--- src/rtl/rvx_pkg.sv ---
`default_nettype none
// -----------------------------------------------------------------------------
// rvx_pkg
// Shared codes and controller/datapath handshake types of the RV32 executor.
// -----------------------------------------------------------------------------
package rvx_pkg;

  localparam int unsigned XLEN = 32;

  localparam logic [5:0] F_ADDI  = 6'd0;
  localparam logic [5:0] F_ADD   = 6'd1;
  localparam logic [5:0] F_SUB   = 6'd2;
  localparam logic [5:0] F_MUL   = 6'd3;
  localparam logic [5:0] F_DIV   = 6'd4;
  localparam logic [5:0] F_REM   = 6'd5;
  localparam logic [5:0] F_SLT   = 6'd6;
  localparam logic [5:0] F_SLTU  = 6'd7;
  localparam logic [5:0] F_SLTIU = 6'd8;
  localparam logic [5:0] F_SLTI  = 6'd9;
  localparam logic [5:0] F_SLLI  = 6'd10;
  localparam logic [5:0] F_XORI  = 6'd11;
  localparam logic [5:0] F_SEQZ  = 6'd12;
  localparam logic [5:0] F_SNEZ  = 6'd13;
  localparam logic [5:0] F_LI    = 6'd14;
  localparam logic [5:0] F_MV    = 6'd15;
  localparam logic [5:0] F_NEG   = 6'd16;
  localparam logic [5:0] F_LW    = 6'd17;
  localparam logic [5:0] F_SW    = 6'd18;
  localparam logic [5:0] F_LA    = 6'd19;
  localparam logic [5:0] F_BEQZ  = 6'd20;
  localparam logic [5:0] F_BEQ   = 6'd21;
  localparam logic [5:0] F_BNEZ  = 6'd22;
  localparam logic [5:0] F_BNE   = 6'd23;
  localparam logic [5:0] F_BLT   = 6'd24;
  localparam logic [5:0] F_BGE   = 6'd25;
  localparam logic [5:0] F_J     = 6'd26;
  localparam logic [5:0] F_JAL   = 6'd27;
  localparam logic [5:0] F_CALL  = 6'd28;
  localparam logic [5:0] F_RET   = 6'd29;
  localparam logic [5:0] F_JALR  = 6'd30;
  localparam logic [5:0] F_DINIT = 6'd31;

  localparam logic [2:0] ST_RUN   = 3'd0;
  localparam logic [2:0] ST_RET   = 3'd1;
  localparam logic [2:0] ST_PCOOR = 3'd2;
  localparam logic [2:0] ST_UNK   = 3'd3;
  localparam logic [2:0] ST_LIMIT = 3'd4;

  localparam logic [1:0] CFG_CODE_SIZE  = 2'd0;
  localparam logic [1:0] CFG_ENTRY_PC   = 2'd1;
  localparam logic [1:0] CFG_STEP_LIMIT = 2'd2;

  localparam logic [1:0] WB_ALU = 2'd0;
  localparam logic [1:0] WB_MEM = 2'd1;
  localparam logic [1:0] WB_DIV = 2'd2;

  localparam logic [4:0] REG_RA = 5'd1;
  localparam logic [4:0] REG_SP = 5'd2;
  localparam logic [4:0] REG_A0 = 5'd10;

  localparam logic [31:0] STEP_LIMIT_RST = 32'd200000000;

  typedef struct packed {
    logic capture;
    logic exec;
    logic div_start;
    logic commit;
    logic clear;
  } cmd_t;

  typedef struct packed {
    logic clear_done;
    logic need_div;
    logic div_done;
    logic out_free;
  } sts_t;

endpackage

`default_nettype wire

--- src/rtl/rvx_ctrl.sv ---
`default_nettype none
// -----------------------------------------------------------------------------
// rvx_ctrl
// Sequencer: memory clear, accept, register read, execute, divide, commit.
// -----------------------------------------------------------------------------
module rvx_ctrl (
  input  wire logic          clk_i,
  input  wire logic          rst_ni,
  input  wire logic          in_valid_i,
  output logic               in_ready_o,
  input  wire rvx_pkg::sts_t sts_i,
  output rvx_pkg::cmd_t      cmd_o
);
  import rvx_pkg::*;

  localparam logic [2:0] S_CLEAR = 3'd0;
  localparam logic [2:0] S_IDLE  = 3'd1;
  localparam logic [2:0] S_READ  = 3'd2;
  localparam logic [2:0] S_EXEC  = 3'd3;
  localparam logic [2:0] S_DIV   = 3'd4;
  localparam logic [2:0] S_FIN   = 3'd5;

  logic [2:0] state_q, state_d;

  always_comb begin
    state_d    = state_q;
    cmd_o      = '0;
    in_ready_o = 1'b0;
    unique case (state_q)
      S_CLEAR: begin
        cmd_o.clear = 1'b1;
        if (sts_i.clear_done) begin
          state_d = S_IDLE;
        end
      end
      S_IDLE: begin
        in_ready_o = 1'b1;
        if (in_valid_i) begin
          cmd_o.capture = 1'b1;
          state_d       = S_READ;
        end
      end
      S_READ: begin
        state_d = S_EXEC;
      end
      S_EXEC: begin
        cmd_o.exec = 1'b1;
        if (sts_i.need_div) begin
          cmd_o.div_start = 1'b1;
          state_d         = S_DIV;
        end else begin
          state_d = S_FIN;
        end
      end
      S_DIV: begin
        if (sts_i.div_done) begin
          state_d = S_FIN;
        end
      end
      S_FIN: begin
        if (sts_i.out_free) begin
          cmd_o.commit = 1'b1;
          state_d      = S_IDLE;
        end
      end
      default: begin
        state_d = S_IDLE;
      end
    endcase
  end

  always_ff @(posedge clk_i or negedge rst_ni) begin
    if (!rst_ni) begin
      state_q <= S_CLEAR;
    end else begin
      state_q <= state_d;
    end
  end

`ifndef SYNTHESIS
  a_clear_no_accept: assert property (@(posedge clk_i) disable iff (!rst_ni)
    (state_q == S_CLEAR) |-> !in_ready_o)
    else $error("input accepted during memory clear");
  a_commit_from_fin: assert property (@(posedge clk_i) disable iff (!rst_ni)
    cmd_o.commit |=> (state_q == S_IDLE))
    else $error("commit did not return to idle");
  a_exec_after_read: assert property (@(posedge clk_i) disable iff (!rst_ni)
    cmd_o.exec |-> ($past(state_q) == S_READ))
    else $error("execute without register read");
`endif
endmodule

`default_nettype wire

--- config.mk ---
export PLATFORM = sky130hd
export DESIGN_NAME = rvx_ctrl
export DESIGN_NICKNAME = d
export VERILOG_FILES = /design/src/rtl/rvx_pkg.sv /design/src/rtl/rvx_ctrl.sv
export SDC_FILE = /design/constraint.sdc
export NUM_CORES = 1
export LEC_CHECK = 0
export ABC_CLOCK_PERIOD_IN_PS = 1300
export BUFFER_PORTS_ARGS = -buffer_cell sky130_fd_sc_hd__buf_4
export CAP_MARGIN = 40
export CORE_AREA = 2 2 39 41
export DETAILED_ROUTE_END_ITERATION = 16
export DIE_AREA = 0 0 41 43
export GPL_TIMING_DRIVEN = 0
export SYNTH_ARGS = -nofsm -noshare
export SYNTH_HDL_FRONTEND = slang
export SYNTH_SLANG_ARGS = --single-unit
--- constraint.sdc ---
create_clock -name clk_i -period 1.3 [get_ports clk_i]
set_clock_uncertainty 0.05 [all_clocks]
set_input_delay 0 -clock clk_i [delete_from_list [all_inputs] [get_ports clk_i]]
set_output_delay 0 -clock clk_i [all_outputs]
set_load 0.01 [all_outputs]
==> impl_results.md, run 1 <==
* Mapped Area at 195 um2
* Overall routing resource usage at 7.14%
* Die Wd at 41 um
* Warnings, synthesis at 0
* Slew @ Worst Pin at 0.203 ns
* Slew Viols, Final at 0
* Row cnt at 14
* Top reg by flops: state_q
* Routed via count at 260
* Overflow after GRT at 0
* Biggest regs: state_q (3)
* Period utilisation layout at 97.7%
* Die area at 1760 um2
* TritonCTS clock tree: done
* Worst R2R Path Depth at 3
* RD Place Congestion at 0.701
* Vias in the first global route at 208
* Fin nets at 56
* FF+latch count, synth at 3
* Final worst slack at 0.0293 ns
* Synth cell types at 16
* Final setup vio count at 0
* Share of cells above drive strength 1 at 56.3%
* Max reg flops at 3
* DRC errors left at 0
* Worst vdd ir at 0.727 mV
* Initial antenna violation count at 0
* Die height at 43 um
* Vias per Instance at 4.06
* Global Route met1 Usage at 8.41%
* Period minus WS final at 1.27 ns
* Critical Path Source Type: flip-flop
* Status: finished, final reports clean
* Crit path DAT at 1.32 ns
* Pwr/cell area at 2130 nW/um2
* GRT busiest layer: met2
* Post-synthesis sequential area ratio at 38.5%
* Global-route wire length before repair at 814 um
* Largest net degree at the start of global routing at 11
* Antenna diodes at 0
* Slew Limit Headroom at 86.5%
* Routed len/inst at 8.38 um
* Post-synth net total at 33
* Top-level I/O count at 13
* RR Endpoint: state_q[0]$_DFFE_PN0P_
* Port Buffers at 12
* Detail Route Antenna Nets at 0
* Critical Path RT at 1.35 ns
* Max-cap violation count at 0
* TritonRoute pass-1 iters at 4
* Critical path class: reg2reg
* Clock latency on the worst-skew pair at 0.23 ns
* R2R Setup Slk at 0.03 ns
* Worst slack, placed at -0.0430 ns
* Core Box Area at 1380 um2
* Clk sink count at 3
* Deepest clock path buffer count at 2
* RSZ-0062 raised after global routing: yes
* Syn Inst Count at 26
* Hpwl dp at 374 um
* Syn avg cell area at 7.51 um2
* Max H-tree Level at 1
* Hold slack final at 0.0436 ns
* Met2 Use GR at 9.38%
* Cts bufs inserted at 3
* Clock Pin Slew Worst Setup and Hold Paths at 0.04 ns
* Root Driver: clkbuf_4
* Final Hold Fails at 0
* Starting density of the core at 14.1%
* CP max FO at 3
* Worst setup EP type: flip-flop
* Synthesis-to-finish area growth at 104%
* Initial DRC count at 5
* LEAKAGE at 0.199 nW
* Worst min path class: in2async
* Met3 Track Usage GR at 3.14%
* Worst r2r src: state_q[0]$_DFFE_PN0P_
* Total wire length at 536 um
* Fmax at 787 MHz
what timing repair did:
item,CTS,global route
endpoints found under the hold margin,3,0
pin swaps,2,1
hold buffers,1,0
gates resized for setup,3,5
setup buffers,5,0
endpoints found under the setup margin,2,3
cell families after synthesis:
logic type             count (synthesis)  share of synthesized area (%)
AND/OR/NAND/NOR                       15                           40.4
AO/OA/AOI/OAI                          6                           17.3
buffers and inverters                  2                           3.84
flip-flops                             3                           38.5
report_power, final:
| part | internal, W | total, W | switching (W) |
|---|---|---|---|
| clock network | 0.000115 | 0.000163 | 0.0000478 |
| registers | 0.000139 | 0.000166 | 0.0000268 |
| logic | 0.000278 | 0.000519 | 0.000241 |
| total | 0.000532 | 0.000847 | 0.000316 |
worst max-delay path: stages, from the launching register on:
cell,delay [ns]
dfrtp_2,0.40
or4b_1,0.49
o21ai_1,0.10
o22ai_1,0.10
final cells by class:
class / instances / area [um2]
buffer: 1 / 5.00
clock buffer: 4 / 26.3
fill: 164 / 986
inverter: 1 / 3.75
multi-input combinational: 21 / 128
sequential: 3 / 77.6
tap: 16 / 20.0
timing repair buffer: 18 / 138
per-stage QoR:
stage | area, um2 | utilization (%) | TNS (ns) | power (W) | instances
2_1_floorplan | 195 | - | 0 | 0.000385 | 26
3_3_place_gp | 305 | 22.1 | -0.0338 | 0.000537 | 54
3_5_place_dp | 305 | 22.1 | -0.0430 | 0.000539 | 54
4_1_cts | 383 | 27.7 | 0 | 0.000826 | 64
5_1_grt | 398 | 28.8 | -0.0145 | 0.000928 | 64
6_report | 398 | 28.8 | 0 | 0.000847 | 64
worst max path at each step:
| stage | end | start | slack [ns] | cells past startpoint |
|---|---|---|---|---|
| global placement | state_q[0]$_DFFE_PN0P_ | state_q[0]$_DFFE_PN0P_ | -0.03 | 3 |
| CTS | state_q[0]$_DFFE_PN0P_ | state_q[0]$_DFFE_PN0P_ | 0.01 | 3 |
| floorplan | state_q[0]$_DFFE_PN0P_ | state_q[1]$_DFFE_PN0P_ | 0.06 | 3 |
| detailed placement | state_q[0]$_DFFE_PN0P_ | state_q[0]$_DFFE_PN0P_ | -0.04 | 3 |
| global route | state_q[0]$_DFFE_PN0P_ | state_q[0]$_DFFE_PN0P_ | -0.01 | 3 |
| finish | state_q[0]$_DFFE_PN0P_ | state_q[0]$_DFFE_PN0P_ | 0.03 | 3 |
placed cells by master, fill, tap and decap left out, types with 2 or more instances in the layout:
master,n
a21oi_1,2
buf_4,17
clkbuf_4,3
dfrtp_2,2
nand2_1,2
nand2b_1,2
nor2_1,2
nor3_1,2
Yosys cell counts, drive strengths merged:
cell	number	area share (%)
dfrtp	3	38
nand2	3	5.8
nor2	3	5.8
nor3	3	7.7
a21oi	2	5.1
nand2b	2	6.4
o21ai	2	5.1
a21o	1	3.8
and2	1	3.2
clkbuf	1	1.9
inv	1	1.9
nor2b	1	3.2
o22ai	1	3.2
or2	1	3.2
or4b	1	5.1
routing by layer:
layer | routed length, um | vias to the layer above
met4 | 11 | 0
met1 | 230 | 114
li1 | - | 132
met3 | 44 | 2
met5 | 0 | -
met2 | 249 | 12
Power figures use the tool's default switching activity.
==> run 2: changes to the inputs <==
- HOLD_SLACK_MARGIN: default -> 0.05
==> run 2 against run 1 <==
Effect of this change: worst hold slack gained 0.013 ns; clock-buffer cell count is the same; critical path depth is the same; largest cell class unchanged; register-to-register slack is essentially flat; sequential power is essentially flat.
==> impl_results.md, run 2 (synthesis gave the netlist of run 1 again) <==
* TritonCTS clock tree: done (unchanged)
* Period utilisation layout at 97.7% (unchanged)
* Worst setup EP type: flip-flop (unchanged)
* Most frequent cells in the layout: 17 x buf_4, 3 x clkbuf_4 (unchanged)
* Port Buffers at 12 (unchanged)
* Bufs and invs on worst path at 0 (unchanged)
* Deepest clock path buffer count at 2 (unchanged)
* Final worst slack at 0.0293 ns (unchanged)
* Synthesis-to-finish area growth at 109% (was 104%)
* Row cnt at 14 (unchanged)
* Switching share of power at 37.2% (about the same)
* Total wire length at 540 um (was 536 um)
* Largest net degree at the start of global routing at 11 (unchanged)
* Fill cells at 164 (unchanged)
* Critical path class: reg2reg (unchanged)
* Switching pwr at 0.000316 W (about the same)
* CP max stage cell: or4b_1 (unchanged)
* Fin nets at 57 (was 56)
* Initial antenna violation count at 0 (unchanged)
* Critical Path Source Type: flip-flop (unchanged)
* RD Place Congestion at 0.701 (unchanged)
* Period minus WS final at 1.27 ns (unchanged)
* Slew Viols, Final at 0 (unchanged)
* Cell Int Power at 0.000534 W (was 0.000532 W)
* Sequential Power Share at 19.5% (was 19.6%)
* Delay of the slowest critical-path stage at 0.49 ns (about the same)
* Share of cells above drive strength 1 at 55.1% (was 56.3%)
* Max-cap violation count at 0 (unchanged)
* Initial DRC count at 5 (unchanged)
* CP max FO at 3 (unchanged)
* Worst min path class: in2reg (was in2async)
* Overflow after GRT at 0 (unchanged)
* Core Box Area at 1380 um2 (unchanged)
* Hpwl dp at 374 um (unchanged)
* Hold slack final at 0.0571 ns (was 0.0436 ns)
* Clk sink count at 3 (unchanged)
* RSZ-0062 raised after global routing: yes (unchanged)
* Top-level I/O count at 13 (unchanged)
* Worst path top cell family by delay: simple AND/OR/NAND/NOR gates (unchanged)
* Detail Route Antenna Nets at 0 (unchanged)
* Die area at 1760 um2 (unchanged)
* Global-route wire length before repair at 828 um (was 814 um)
* Slew @ Worst Pin at 0.203 ns (unchanged)
* Routed via count at 264 (was 260)
* Final Hold Fails at 0 (unchanged)
* Crit path DAT at 1.32 ns (about the same)
* Comb power frac at 61.3% (was 61.2%)
* Final setup vio count at 0 (unchanged)
* Tot Pwr at 0.000849 W (was 0.000847 W)
* LEAKAGE at 0.203 nW (was 0.199 nW)
* Pwr/cell area at 2080 nW/um2 (was 2130 nW/um2)
* Overall routing resource usage at 7.24% (was 7.14%)
* Slew Limit Headroom at 86.5% (unchanged)
* Die Wd at 41 um (unchanged)
* Clock Pin Slew Worst Setup and Hold Paths at 0.03 ns (was 0.04 ns)
* Top reg by flops: state_q (unchanged)
* TritonRoute pass-1 iters at 4 (unchanged)
* Clock power frac at 19.2% (about the same)
* Starting density of the core at 14.1% (unchanged)
* DRC errors left at 0 (unchanged)
* Most common cell after layout, fill and taps aside: buf_4 (unchanged)
* Biggest regs: state_q (3) (unchanged)
* Cells along the critical path: or4b_1 > o21ai_1 > o22ai_1 (unchanged)
* Status: finished, final reports clean (unchanged)
* Layout Utilization at 29.5% (was 28.8%)
* Antenna diodes at 0 (unchanged)
* Die height at 43 um (unchanged)
* Worst slack, placed at -0.0430 ns (unchanged)
* Vias in the first global route at 209 (was 208)
* Max H-tree Level at 1 (unchanged)
* Clock latency on the worst-skew pair at 0.23 ns (about the same)
* Critical Path RT at 1.35 ns (about the same)
* Fmax at 787 MHz (unchanged)
* Routed len/inst at 8.31 um (was 8.38 um)
* Max reg flops at 3 (unchanged)
* Vias per Instance at 4.06 (about the same)
* Root Driver: clkbuf_4 (unchanged)
* Cts bufs inserted at 3 (unchanged)
* Worst vdd ir at 0.727 mV (about the same)
run 2: cell count changes in the layout (fill, tap and decap cells not counted), sizes merged:
cell         change
dlygate4sd3      +1
run 2: layout make-up:
cell class                 count  area (um2)  area share [%]
buffer                         1        5.00            1.23
clock buffer                   4        26.3            6.44
multi-input combinational     21         128            31.3
inverter                       1        3.75           0.920
sequential                     3        77.6            19.0
timing repair buffer          19         148            36.2
tap                           16        20.0            4.91
run 2: tightest hold or removal path: stages:
cell,delay (ns)
buf_4,0.09
nand2_1,0.06
o21ai_0,0.07
o22ai_1,0.08
run 2: per-layer routing:
layer,part of all wire [%],vias to the layer above,GRT usage [%]
met5,0,-,0
met3,8.1,2,3.14
met2,46,12,9.38
li1,-,134,-
met1,44,116,8.74
met4,2.0,0,6.00
run 2: power groups by stage:
stage	clock, W	sequential [W]	combinational (W)
floorplan	0	0.000174	0.000211
global placement	0	0.000189	0.000348
detailed placement	0	0.000189	0.000350
CTS	0.000171	0.000166	0.000491
global route	0.000181	0.000176	0.000574
finish	0.000163	0.000166	0.000521
run 2: final timing paths:
| check | startpoint | end | slack (ns) | depth (start not counted) |
|---|---|---|---|---|
| setup / recovery | state_q[0]$_DFFE_PN0P_ | state_q[0]$_DFFE_PN0P_ | 0.03 | 3 |
| hold / removal | sts_i[0] | state_q[0]$_DFFE_PN0P_ | 0.06 | 4 |
| setup reg to reg | state_q[0]$_DFFE_PN0P_ | state_q[0]$_DFFE_PN0P_ | 0.03 | 3 |
| hold reg to reg | state_q[0]$_DFFE_PN0P_ | state_q[1]$_DFFE_PN0P_ | 0.51 | 2 |
| max in group asynchronous | rst_ni | state_q[0]$_DFFE_PN0P_ | 0.45 | 3 |
| min in group asynchronous | rst_ni | state_q[2]$_DFFE_PN0P_ | 0.59 | 3 |
run 2: what timing repair did:
action / 4_1_cts / 5_1_grt
setup buffers: 5 / 0
hold buffers: 2 / 0
hold endpoints to repair: 3 / 0
pin swaps: 2 / 1
resized for setup: 3 / 5
setup endpoints to repair: 2 / 3
run 2: through the flow:
| stage | instance area (um2) | TNS (ns) | cells |
|---|---|---|---|
| 5_1_grt | 408 | -0.0145 | 65 |
| 3_5_place_dp | 305 | -0.0430 | 54 |
| 2_1_floorplan | 195 | 0 | 26 |
| 6_report | 408 | 0 | 65 |
| 4_1_cts | 393 | 0 | 65 |
| 3_3_place_gp | 305 | -0.0338 | 54 |
